File: config.mk
export PLATFORM = sky130hd
export DESIGN_NAME = dual_axis_complementary_tilt_filter
export DESIGN_NICKNAME = d
export VERILOG_FILES = /design/src/design/dactf_pkg.sv /design/src/design/dactf_cordic.sv /design/src/design/dactf_mul.sv /design/src/design/dual_axis_complementary_tilt_filter.sv
export VERILOG_INCLUDE_DIRS = /design/src /design/src/design
export SDC_FILE = /design/constraint.sdc
export NUM_CORES = 2
export LEC_CHECK = 0
export BUFFER_PORTS_ARGS = -buffer_cell sky130_fd_sc_hd__clkbuf_2
export CAP_MARGIN = 20
export CELL_PAD_IN_SITES_DETAIL_PLACEMENT = 0
export CELL_PAD_IN_SITES_GLOBAL_PLACEMENT = 2
export CORE_ASPECT_RATIO = 0.75
export CORE_MARGIN = 8
export CORE_UTILIZATION = 43
export DETAILED_ROUTE_END_ITERATION = 10
export GPL_ROUTABILITY_DRIVEN = 0
export HOLD_SLACK_MARGIN = 0.03
export PLACE_DENSITY = 0.88
export SLEW_MARGIN = 20
export SYNTH_ARGS = -nofsm -noshare
export SYNTH_HDL_FRONTEND = slang
export SYNTH_SLANG_ARGS = --single-unit
File: constraint.sdc
create_clock -name clk -period 11.25 [get_ports clk]
set_clock_uncertainty 0.1 [all_clocks]
set_input_delay 1.125 -clock clk [delete_from_list [all_inputs] [get_ports clk]]
set_output_delay 1.125 -clock clk [all_outputs]
set_load 0.03 [all_outputs]
File: src/design/assert_macros.svh
// ----------------------------------------------------------------------------
// assert_macros.svh
// Concurrent assertion shorthands; expect clk and rst_n in scope.
// ----------------------------------------------------------------------------
`ifndef ASSERT_MACROS_SVH
`define ASSERT_MACROS_SVH

// same-cycle implication, off while in reset
`define ASSERT_SAME(label, ante, cons) \
    label: assert property (@(posedge clk) disable iff (!rst_n) (ante) |-> (cons)) \
        else $error("assertion violated");

// next-cycle implication, off while in reset
`define ASSERT_NEXT(label, ante, cons) \
    label: assert property (@(posedge clk) disable iff (!rst_n) (ante) |=> (cons)) \
        else $error("assertion violated");

`endif

File: src/design/dactf_pkg.sv
// ----------------------------------------------------------------------------
// dactf_pkg
// Shared constants, widths and the CORDIC arctangent table (Q.16 degrees).
// ----------------------------------------------------------------------------
package dactf_pkg;

    localparam int CORDIC_STEPS = 16;
    localparam int TABLE_LEN    = 24;
    localparam int NSTEPS       = (CORDIC_STEPS > TABLE_LEN) ? TABLE_LEN : CORDIC_STEPS;
    localparam int STEP_W       = $clog2(TABLE_LEN);

    localparam int RAW_W   = 16;
    localparam int DT_W    = 20;
    localparam int GAIN_W  = 16;
    localparam int ANG_W   = 25;
    localparam int VEC_W   = 27;
    localparam int Z_W     = 26;
    localparam int OP_A_W  = 27;
    localparam int OP_B_W  = 21;
    localparam int PROD_W  = OP_A_W + OP_B_W;
    localparam int ATAN_W  = 23;

    localparam int DEG180_Q16 = 11796480;
    localparam int GAIN_RESET = 1311;
    localparam int GYRO_SCALE = 500;

    localparam int IN_DATA_W  = 104;
    localparam int OUT_DATA_W = 104;

    localparam logic REG_Y_GAIN = 1'b0;
    localparam logic REG_X_GAIN = 1'b1;

    function automatic logic [ATAN_W-1:0] atan_q16(input logic [STEP_W-1:0] idx);
        logic [ATAN_W-1:0] v;
        case (idx)
            5'd0:    v = 23'd2949120;
            5'd1:    v = 23'd1740967;
            5'd2:    v = 23'd919879;
            5'd3:    v = 23'd466945;
            5'd4:    v = 23'd234379;
            5'd5:    v = 23'd117304;
            5'd6:    v = 23'd58666;
            5'd7:    v = 23'd29335;
            5'd8:    v = 23'd14668;
            5'd9:    v = 23'd7334;
            5'd10:   v = 23'd3667;
            5'd11:   v = 23'd1833;
            5'd12:   v = 23'd917;
            5'd13:   v = 23'd458;
            5'd14:   v = 23'd229;
            5'd15:   v = 23'd115;
            5'd16:   v = 23'd57;
            5'd17:   v = 23'd29;
            5'd18:   v = 23'd14;
            5'd19:   v = 23'd7;
            5'd20:   v = 23'd4;
            5'd21:   v = 23'd2;
            5'd22:   v = 23'd1;
            default: v = 23'd0;
        endcase
        return v;
    endfunction

endpackage

File: src/design/dactf_cordic.sv
// ----------------------------------------------------------------------------
// dactf_cordic
// Vectoring CORDIC atan2(y, x), one micro-rotation per cycle, Q.16 degrees.
// ----------------------------------------------------------------------------
module dactf_cordic
    import dactf_pkg::*;
(
    input  logic                    clk,
    input  logic                    rst_n,
    input  logic                    start,
    input  logic signed [RAW_W-1:0] y_in,
    input  logic signed [RAW_W-1:0] x_in,
    output logic                    done,
    output logic signed [ANG_W-1:0] angle
);

    localparam logic signed [Z_W-1:0] Z_MAX = Z_W'(DEG180_Q16);
    localparam logic signed [Z_W-1:0] Z_MIN = Z_W'(-DEG180_Q16);

    logic signed [VEC_W-1:0] x_reg, x_next;
    logic signed [VEC_W-1:0] y_reg, y_next;
    logic signed [Z_W-1:0]   z_reg, z_next;
    logic                    zero_reg, zero_next;
    logic                    run_reg;
    logic                    done_reg;
    logic [STEP_W-1:0]       step_reg;

    logic signed [VEC_W-1:0] x_ld, y_ld, xs, ys;
    logic [Z_W-1:0]          atan_ext;
    logic                    last_step;
    logic                    y_pos;

    assign x_ld      = {{(VEC_W-RAW_W-8){x_in[RAW_W-1]}}, x_in, 8'd0};
    assign y_ld      = {{(VEC_W-RAW_W-8){y_in[RAW_W-1]}}, y_in, 8'd0};
    assign xs        = x_reg >>> step_reg;
    assign ys        = y_reg >>> step_reg;
    assign atan_ext  = {{(Z_W-ATAN_W){1'b0}}, atan_q16(step_reg)};
    assign last_step = (step_reg == STEP_W'(NSTEPS - 1));
    assign y_pos     = !y_reg[VEC_W-1] && (y_reg != '0);

    always_comb
    begin
        x_next    = x_reg;
        y_next    = y_reg;
        z_next    = z_reg;
        zero_next = zero_reg;
        if (start)
        begin
            zero_next = (x_in == '0) && (y_in == '0);
            if (x_in[RAW_W-1])
            begin
                // left half-plane: turn by 180 degrees first
                x_next = -x_ld;
                y_next = -y_ld;
                z_next = y_in[RAW_W-1] ? Z_MIN : Z_MAX;
            end
            else
            begin
                x_next = x_ld;
                y_next = y_ld;
                z_next = '0;
            end
        end
        else if (run_reg)
        begin
            if (y_pos)
            begin
                x_next = x_reg + ys;
                y_next = y_reg - xs;
                z_next = z_reg + atan_ext;
            end
            else
            begin
                x_next = x_reg - ys;
                y_next = y_reg + xs;
                z_next = z_reg - atan_ext;
            end
        end
    end

    always_ff @(posedge clk or negedge rst_n)
    begin
        if (!rst_n)
        begin
            run_reg  <= 1'b0;
            done_reg <= 1'b0;
            step_reg <= '0;
        end
        else
        begin
            done_reg <= run_reg && last_step;
            if (start)
            begin
                run_reg  <= 1'b1;
                step_reg <= '0;
            end
            else if (run_reg)
            begin
                if (last_step)
                    run_reg <= 1'b0;
                else
                    step_reg <= step_reg + 1'b1;
            end
        end
    end

    always_ff @(posedge clk)
    begin
        x_reg    <= x_next;
        y_reg    <= y_next;
        z_reg    <= z_next;
        zero_reg <= zero_next;
    end

    always_comb
    begin
        if (zero_reg)
            angle = '0;
        else if (z_reg > Z_MAX)
            angle = ANG_W'(Z_MAX);
        else if (z_reg < Z_MIN)
            angle = ANG_W'(Z_MIN);
        else
            angle = z_reg[ANG_W-1:0];
    end

    assign done = done_reg;

endmodule

File: src/design/dactf_mul.sv
// ----------------------------------------------------------------------------
// dactf_mul
// Shared signed multiplier with a registered product.
// ----------------------------------------------------------------------------
module dactf_mul
    import dactf_pkg::*;
(
    input  logic                     clk,
    input  logic signed [OP_A_W-1:0] op_a,
    input  logic signed [OP_B_W-1:0] op_b,
    output logic signed [PROD_W-1:0] prod
);

    logic signed [PROD_W-1:0] prod_reg;

    always_ff @(posedge clk)
    begin
        prod_reg <= op_a * op_b;
    end

    assign prod = prod_reg;

endmodule

File: src/design/dual_axis_complementary_tilt_filter.sv
// A request is accepted only in idle; a new one is taken after the result
// has been moved to the output register and the sequencer returns to idle.
// Sequence: the single CORDIC unit runs twice, then four passes per axis through
// the shared multiplier. Output register lets the next request start early.
// Reset: asynchronous, active low; gains return to 1311, angle estimates to 0.
// ----------------------------------------------------------------------------
// dual_axis_complementary_tilt_filter
// Two-axis accelerometer/gyro complementary tilt filter, Q.16 degrees.
// ----------------------------------------------------------------------------
`include "assert_macros.svh"

module dual_axis_complementary_tilt_filter
    import dactf_pkg::*;
(
    input  logic                  clk,
    input  logic                  rst_n,
    input  logic                  cfg_we,
    input  logic                  cfg_index,
    input  logic [GAIN_W-1:0]     cfg_data,
    input  logic                  s_axis_tvalid,
    output logic                  s_axis_tready,
    // accel_x_raw, accel_y_raw, accel_z_raw, gyro_x_raw, gyro_y_raw, time_step
    input  logic [IN_DATA_W-1:0]  s_axis_tdata,
    output logic                  m_axis_tvalid,
    input  logic                  m_axis_tready,
    // sensor_angle_y, fused_angle_y, fused_angle_x, gyro_rate_x
    output logic [OUT_DATA_W-1:0] m_axis_tdata
);

    localparam logic [2:0] ST_IDLE   = 3'd0;
    localparam logic [2:0] ST_LOAD_Y = 3'd1;
    localparam logic [2:0] ST_WAIT_Y = 3'd2;
    localparam logic [2:0] ST_LOAD_X = 3'd3;
    localparam logic [2:0] ST_WAIT_X = 3'd4;
    localparam logic [2:0] ST_FUSE   = 3'd5;
    localparam logic [2:0] ST_DONE   = 3'd6;

    localparam logic [1:0] K_RATE = 2'd0;
    localparam logic [1:0] K_ACC  = 2'd1;
    localparam logic [1:0] K_PRED = 2'd2;
    localparam logic [1:0] K_LAST = 2'd3;

    localparam logic signed [ANG_W-1:0] GYRO_K = ANG_W'(GYRO_SCALE);
    localparam logic [OP_B_W-1:0]       ONE_Q16 = OP_B_W'(65536);

    logic [2:0]              state_reg, state_next;
    logic [1:0]              k_reg;
    logic                    axis_reg;
    logic                    out_valid_reg;
    logic [OUT_DATA_W-1:0]   out_data_reg;

    logic [GAIN_W-1:0]       y_gain_reg, x_gain_reg;
    logic signed [ANG_W-1:0] est_y_reg, est_x_reg;

    logic signed [RAW_W-1:0] ax_reg, ay_reg, az_reg;
    logic [DT_W-1:0]         dt_reg;
    logic signed [ANG_W-1:0] rate_x_reg, rate_y_reg;
    logic signed [ANG_W-1:0] ang_y_reg, ang_x_reg;
    logic signed [OP_A_W-1:0] pred_reg;
    logic signed [PROD_W-1:0] acc_reg;

    logic                    in_acc;
    logic                    out_free;
    logic                    cord_start;
    logic signed [RAW_W-1:0] cord_y;
    logic                    cord_done;
    logic signed [ANG_W-1:0] cord_angle;

    logic signed [OP_A_W-1:0] op_a;
    logic signed [OP_B_W-1:0] op_b;
    logic signed [PROD_W-1:0] prod;

    logic [GAIN_W-1:0]        gain_sel;
    logic signed [ANG_W-1:0]  prev_sel, acc_sel, rate_sel;
    logic signed [PROD_W-1:0] delta_rnd;
    logic signed [OP_A_W-1:0] pred_next;
    logic signed [PROD_W:0]   sum_rnd;
    logic signed [32:0]       sum_q16;
    logic signed [ANG_W-1:0]  est_sat;
    logic signed [ANG_W-1:0]  gx_ext, gy_ext;

    assign s_axis_tready = (state_reg == ST_IDLE);
    assign in_acc        = s_axis_tvalid && s_axis_tready;
    assign out_free      = !out_valid_reg || m_axis_tready;

    // ---- shared CORDIC ----
    assign cord_start = (state_reg == ST_LOAD_Y) || (state_reg == ST_LOAD_X);
    assign cord_y     = (state_reg == ST_LOAD_Y) ? ay_reg : ax_reg;

    dactf_cordic u_cordic (
        .clk   (clk),
        .rst_n (rst_n),
        .start (cord_start),
        .y_in  (cord_y),
        .x_in  (az_reg),
        .done  (cord_done),
        .angle (cord_angle)
    );

    // ---- shared multiplier ----
    assign gain_sel = axis_reg ? x_gain_reg : y_gain_reg;
    assign prev_sel = axis_reg ? est_x_reg  : est_y_reg;
    assign acc_sel  = axis_reg ? ang_x_reg  : ang_y_reg;
    assign rate_sel = axis_reg ? rate_y_reg : rate_x_reg;

    always_comb
    begin
        case (k_reg)
            K_RATE:
            begin
                op_a = OP_A_W'(rate_sel);
                op_b = {{(OP_B_W-DT_W){1'b0}}, dt_reg};
            end
            K_ACC:
            begin
                op_a = OP_A_W'(acc_sel);
                op_b = {{(OP_B_W-GAIN_W){1'b0}}, gain_sel};
            end
            default:
            begin
                op_a = pred_reg;
                op_b = ONE_Q16 - {{(OP_B_W-GAIN_W){1'b0}}, gain_sel};
            end
        endcase
    end

    dactf_mul u_mul (
        .clk  (clk),
        .op_a (op_a),
        .op_b (op_b),
        .prod (prod)
    );

    // rate*dt rounded Q.36 -> Q.16, then added to the previous estimate
    assign delta_rnd = prod + PROD_W'(524288);
    assign pred_next = OP_A_W'(prev_sel) + delta_rnd[OP_A_W+19:20];

    // fused Q.32 sum rounded to Q.16 and saturated
    assign sum_rnd   = (PROD_W+1)'(acc_reg) + (PROD_W+1)'(prod) + (PROD_W+1)'(32768);
    assign sum_q16   = sum_rnd[48:16];
    assign est_sat   = (sum_q16[32:24] == {9{sum_q16[32]}}) ? sum_q16[ANG_W-1:0] :
                       (sum_q16[32] ? 25'h1000000 : 25'h0FFFFFF);

    assign gx_ext = ANG_W'(signed'(s_axis_tdata[63:48]));
    assign gy_ext = ANG_W'(signed'(s_axis_tdata[79:64]));

    // ---- sequencer ----
    always_comb
    begin
        state_next = state_reg;
        unique case (state_reg)
            ST_IDLE:   if (in_acc) state_next = ST_LOAD_Y;
            ST_LOAD_Y: state_next = ST_WAIT_Y;
            ST_WAIT_Y: if (cord_done) state_next = ST_LOAD_X;
            ST_LOAD_X: state_next = ST_WAIT_X;
            ST_WAIT_X: if (cord_done) state_next = ST_FUSE;
            ST_FUSE:   if (k_reg == K_LAST && axis_reg) state_next = ST_DONE;
            ST_DONE:   if (out_free) state_next = ST_IDLE;
            default:   state_next = ST_IDLE;
        endcase
    end

    always_ff @(posedge clk or negedge rst_n)
    begin
        if (!rst_n)
        begin
            state_reg     <= ST_IDLE;
            k_reg         <= K_RATE;
            axis_reg      <= 1'b0;
            out_valid_reg <= 1'b0;
            y_gain_reg    <= GAIN_W'(GAIN_RESET);
            x_gain_reg    <= GAIN_W'(GAIN_RESET);
            est_y_reg     <= '0;
            est_x_reg     <= '0;
        end
        else
        begin
            state_reg <= state_next;

            if (cfg_we)
            begin
                if (cfg_index == REG_Y_GAIN)
                    y_gain_reg <= cfg_data;
                else if (cfg_index == REG_X_GAIN)
                    x_gain_reg <= cfg_data;
            end

            if (state_reg == ST_FUSE)
            begin
                k_reg <= k_reg + 1'b1;
                if (k_reg == K_LAST)
                begin
                    axis_reg <= !axis_reg;
                    if (axis_reg)
                        est_x_reg <= est_sat;
                    else
                        est_y_reg <= est_sat;
                end
            end
            else
            begin
                k_reg    <= K_RATE;
                axis_reg <= 1'b0;
            end

            if (state_reg == ST_DONE && out_free)
                out_valid_reg <= 1'b1;
            else if (m_axis_tready)
                out_valid_reg <= 1'b0;
        end
    end

    always_ff @(posedge clk)
    begin
        if (in_acc)
        begin
            ax_reg     <= s_axis_tdata[15:0];
            ay_reg     <= s_axis_tdata[31:16];
            az_reg     <= s_axis_tdata[47:32];
            dt_reg     <= s_axis_tdata[99:80];
            rate_x_reg <= gx_ext * GYRO_K;
            rate_y_reg <= gy_ext * GYRO_K;
        end
        if (state_reg == ST_WAIT_Y && cord_done)
            ang_y_reg <= cord_angle;
        if (state_reg == ST_WAIT_X && cord_done)
            ang_x_reg <= cord_angle;
        if (state_reg == ST_FUSE && k_reg == K_ACC)
            pred_reg <= pred_next;
        if (state_reg == ST_FUSE && k_reg == K_PRED)
            acc_reg <= prod;
        if (state_reg == ST_DONE && out_free)
            out_data_reg <= {4'd0, rate_x_reg, est_x_reg, est_y_reg, ang_y_reg};
    end

    assign m_axis_tvalid = out_valid_reg;
    assign m_axis_tdata  = out_data_reg;

    `ASSERT_NEXT(a_accept_starts_y, in_acc, state_reg == ST_LOAD_Y)
    `ASSERT_SAME(a_cordic_done_waited, cord_done, state_reg == ST_WAIT_Y || state_reg == ST_WAIT_X)
    `ASSERT_NEXT(a_fuse_ends_done, state_reg == ST_FUSE && k_reg == K_LAST && axis_reg, state_reg == ST_DONE)

endmodule
==> results by group <==
Floorplanning
  – Core box area: 135,700 um^2
  – Row cnt: 117
  – Initial core utilization: 0.4329
  – DIE AREA: 148,800 um^2
  – Die Span Y: 336.1 um
  – Die boundary width: 442.8 um
  – I/O pin count: 232

Setup path
  – Arrival time worst endpoint: 10.79 ns
  – Max Fanout on Critical Path: 18
  – Startpoint Class: register
  – CP Class: register to register
  – Crit path top cell by count: fa_1
  – Required time worst endpoint: 11.72 ns
  – Slowest-stage cell, CP: a2111oi_0
  – Critical path capture point type: register
  – Max stage delay on crit path: 0.68 ns

Place
  – Placed Cells: 7,648
  – Hpwl dp: 131.0 mm
  – Input/output buffers: 221

Synthesis
  – Yosys warnings: 0
  – Synth Area in Adders: 0.3259
  – Synth Area in XOR/XNOR: 0.04876
  – Count of cell types in the netlist: 101
  – Largest family of logic cells by synthesized area: adder cells
  – Post-Syn Instances: 5,765
  – #FFs+latches synth: 562
  – Post-synth EDFFs: 418
  – Register area share after synthesis: 0.2712
  – Simple-gate share of the synthesized area: 0.1208
  – Synth Area in Compound Gates: 0.1060
  – Post-synthesis cell area: 58,740 um^2
  – Multiplexer area fraction after synthesis: 0.06365
  – Synth Flop Type: edfxtp_1
  – Fraction of registers with async set or reset after synthesis: 0.1708
  – Syn_area_per_cell: 10.19 um^2

Timing
  – RSZ-0062 raised after global routing: false
  – Fin crit share: 0.9171
  – Final worst path period need: 10.32 ns
  – Final Setup Violations: 0
  – Final setup TNS: 0 ns
  – Max_slew headroom: 0.2791
  – Final Hold Viols: 0
  – Highest clock rate: 96.92 MHz
  – Slew @ Worst Pin: 1.081 ns
  – Final Slew Violations: 0
  – Min Hold Slack: 0.3182 ns

Cells and area
  – FF+latch area: 15,950 um^2
  – Most common cell after layout, fill and taps aside: inv_1
  – Number of flip-flops under the largest register name: 98
  – Share of cells above drive strength 1: 0.1185
  – Nets: 7,181
  – Layout area overhead: 9.268%
  – Non-filler cells in the finished layout: 7,763
  – # fillers: 12,680
  – Most frequent cells in the layout: inv_1 (706), fa_1 (667), nor2_1 (614), ha_1 (461), edfxtp_1 (418)
  – Multi-input gate area: 39,360 um^2

Global route
  – Initial antenna violation count: 5
  – First-pass GRT wire length: 254.6 mm
  – Largest net degree at the start of global routing: 79
  – Number of global-route vias before repair: 42,680
  – GRT Resource Usage Total: 0.2156
  – Grt total ovfl: 0

Clock network
  – Num CTS Buffers: 60
  – Worst-skew pair later-pin latency: 0.73 ns
  – H-tree Lvls: 2
  – CTS tree: yes
  – Clock root buffer: clkbuf_16
  – Clock slew at reported path FFs: 0.06 ns
  – Clock Path Buffers: 3
  – Hold_buf cts: 0
  – # Post-CTS Setup Buffers: 0
  – Post-cts resize count: 0
  – CTS sink cnt: 562

Hold path
  – Worst min-delay path class: input port to asynchronous set/reset pin

Routing
  – Vias: 42,740
  – Final WL: 162.5 mm
  – Vias per cell: 5.505
  – Final antenna-violating net count: 0
  – Mean routed wirelength per cell: 20.93 um
  – DR pass1 iterations: 7
  – DRC viols: 0
  – Initial DRC count: 3,772

Run
  – Max_cap viols: 0

Run status
  – Status: complete, no violations
==> synthesized netlist by cell type (94+ instances only) <==
cell type    n  area, um^2
inv_1      706        2650
fa_1       667       13350
nor2_1     620        2327
ha_1       463        5793
edfxtp_1   418       12550
nand2_1    391        1468
a21oi_1    285        1426
xnor2_1    218        1909
o21ai_0    212        1061
clkbuf_1   158       593.1
mux2_2     124        1396
xor2_1     109       954.7
mux2i_1     94       940.9
==> metrics by stage <==
step,utilization,setup slack (ns),instance area (um^2)
2_1_floorplan,-,1.628,58760
3_3_place_gp,0.4574,1.052,62070
3_5_place_dp,0.4575,0.9875,62090
4_1_cts,0.4729,0.9665,64180
5_1_grt,0.4730,0.4077,64180
6_report,0.4730,0.9326,64180
==> worst paths after layout <==
kind                                start  slack (ns)        endpoint  depth (start not counted)
max                              axis_reg        0.93  u_mul.prod[43]                         31
min                                 rst_n        0.32   est_x_reg[21]                          1
max reg2reg                      axis_reg        0.93  u_mul.prod[43]                         31
min reg2reg                u_mul.prod[15]        0.32     acc_reg[15]                          0
max in group asynchronous           rst_n        9.29        axis_reg                          2
min in group clk           u_mul.prod[15]        0.32     acc_reg[15]                          0
==> cells by family after synthesis <==
| family | after synthesis |
|---|---|
| flops | 562 |
| other cells | 1 |
| simple gates | 1547 |
| xor+xnor | 327 |
| compound gates | 979 |
| fa+ha+maj | 1130 |
| buf+inv | 941 |
| mux | 278 |
==> layer usage <==
metal	vias up	global-route usage	routed length (um)
li1	19920	-	-
met1	21210	0.3365	80650
met2	1457	0.2965	63250
met3	151	0.06103	15640
met4	0	0.04106	2908
met5	-	0	0
==> layout make-up <==
cell class / count / share of cell area
Sequential cell: 562 / 0.2484
Clock buffer: 74 / 0.02499
Multi-Input combinational cell: 4267 / 0.6132
Tap cell: 1785 / 0.03480
Inverter: 711 / 0.04158
Antenna cell: 1 / 0.00003899
Clock inverter: 40 / 0.007603
Timing Repair Buffer: 323 / 0.02940
==> worst max-delay path: cells and delay by family, from the launching register on <==
family	cells	cell delay [ns]
adders and majority gates	8	3.80
AOI/OAI and AO/OA	8	2.90
and+or+nand+nor	9	1.96
muxes	2	0.61
DFF	1	0.58
buffers and inverters	4	0.21
Power is left out: the tool's default activity adds up to more than one toggle a clock period on the data nets, which glitch-free logic cannot reach.
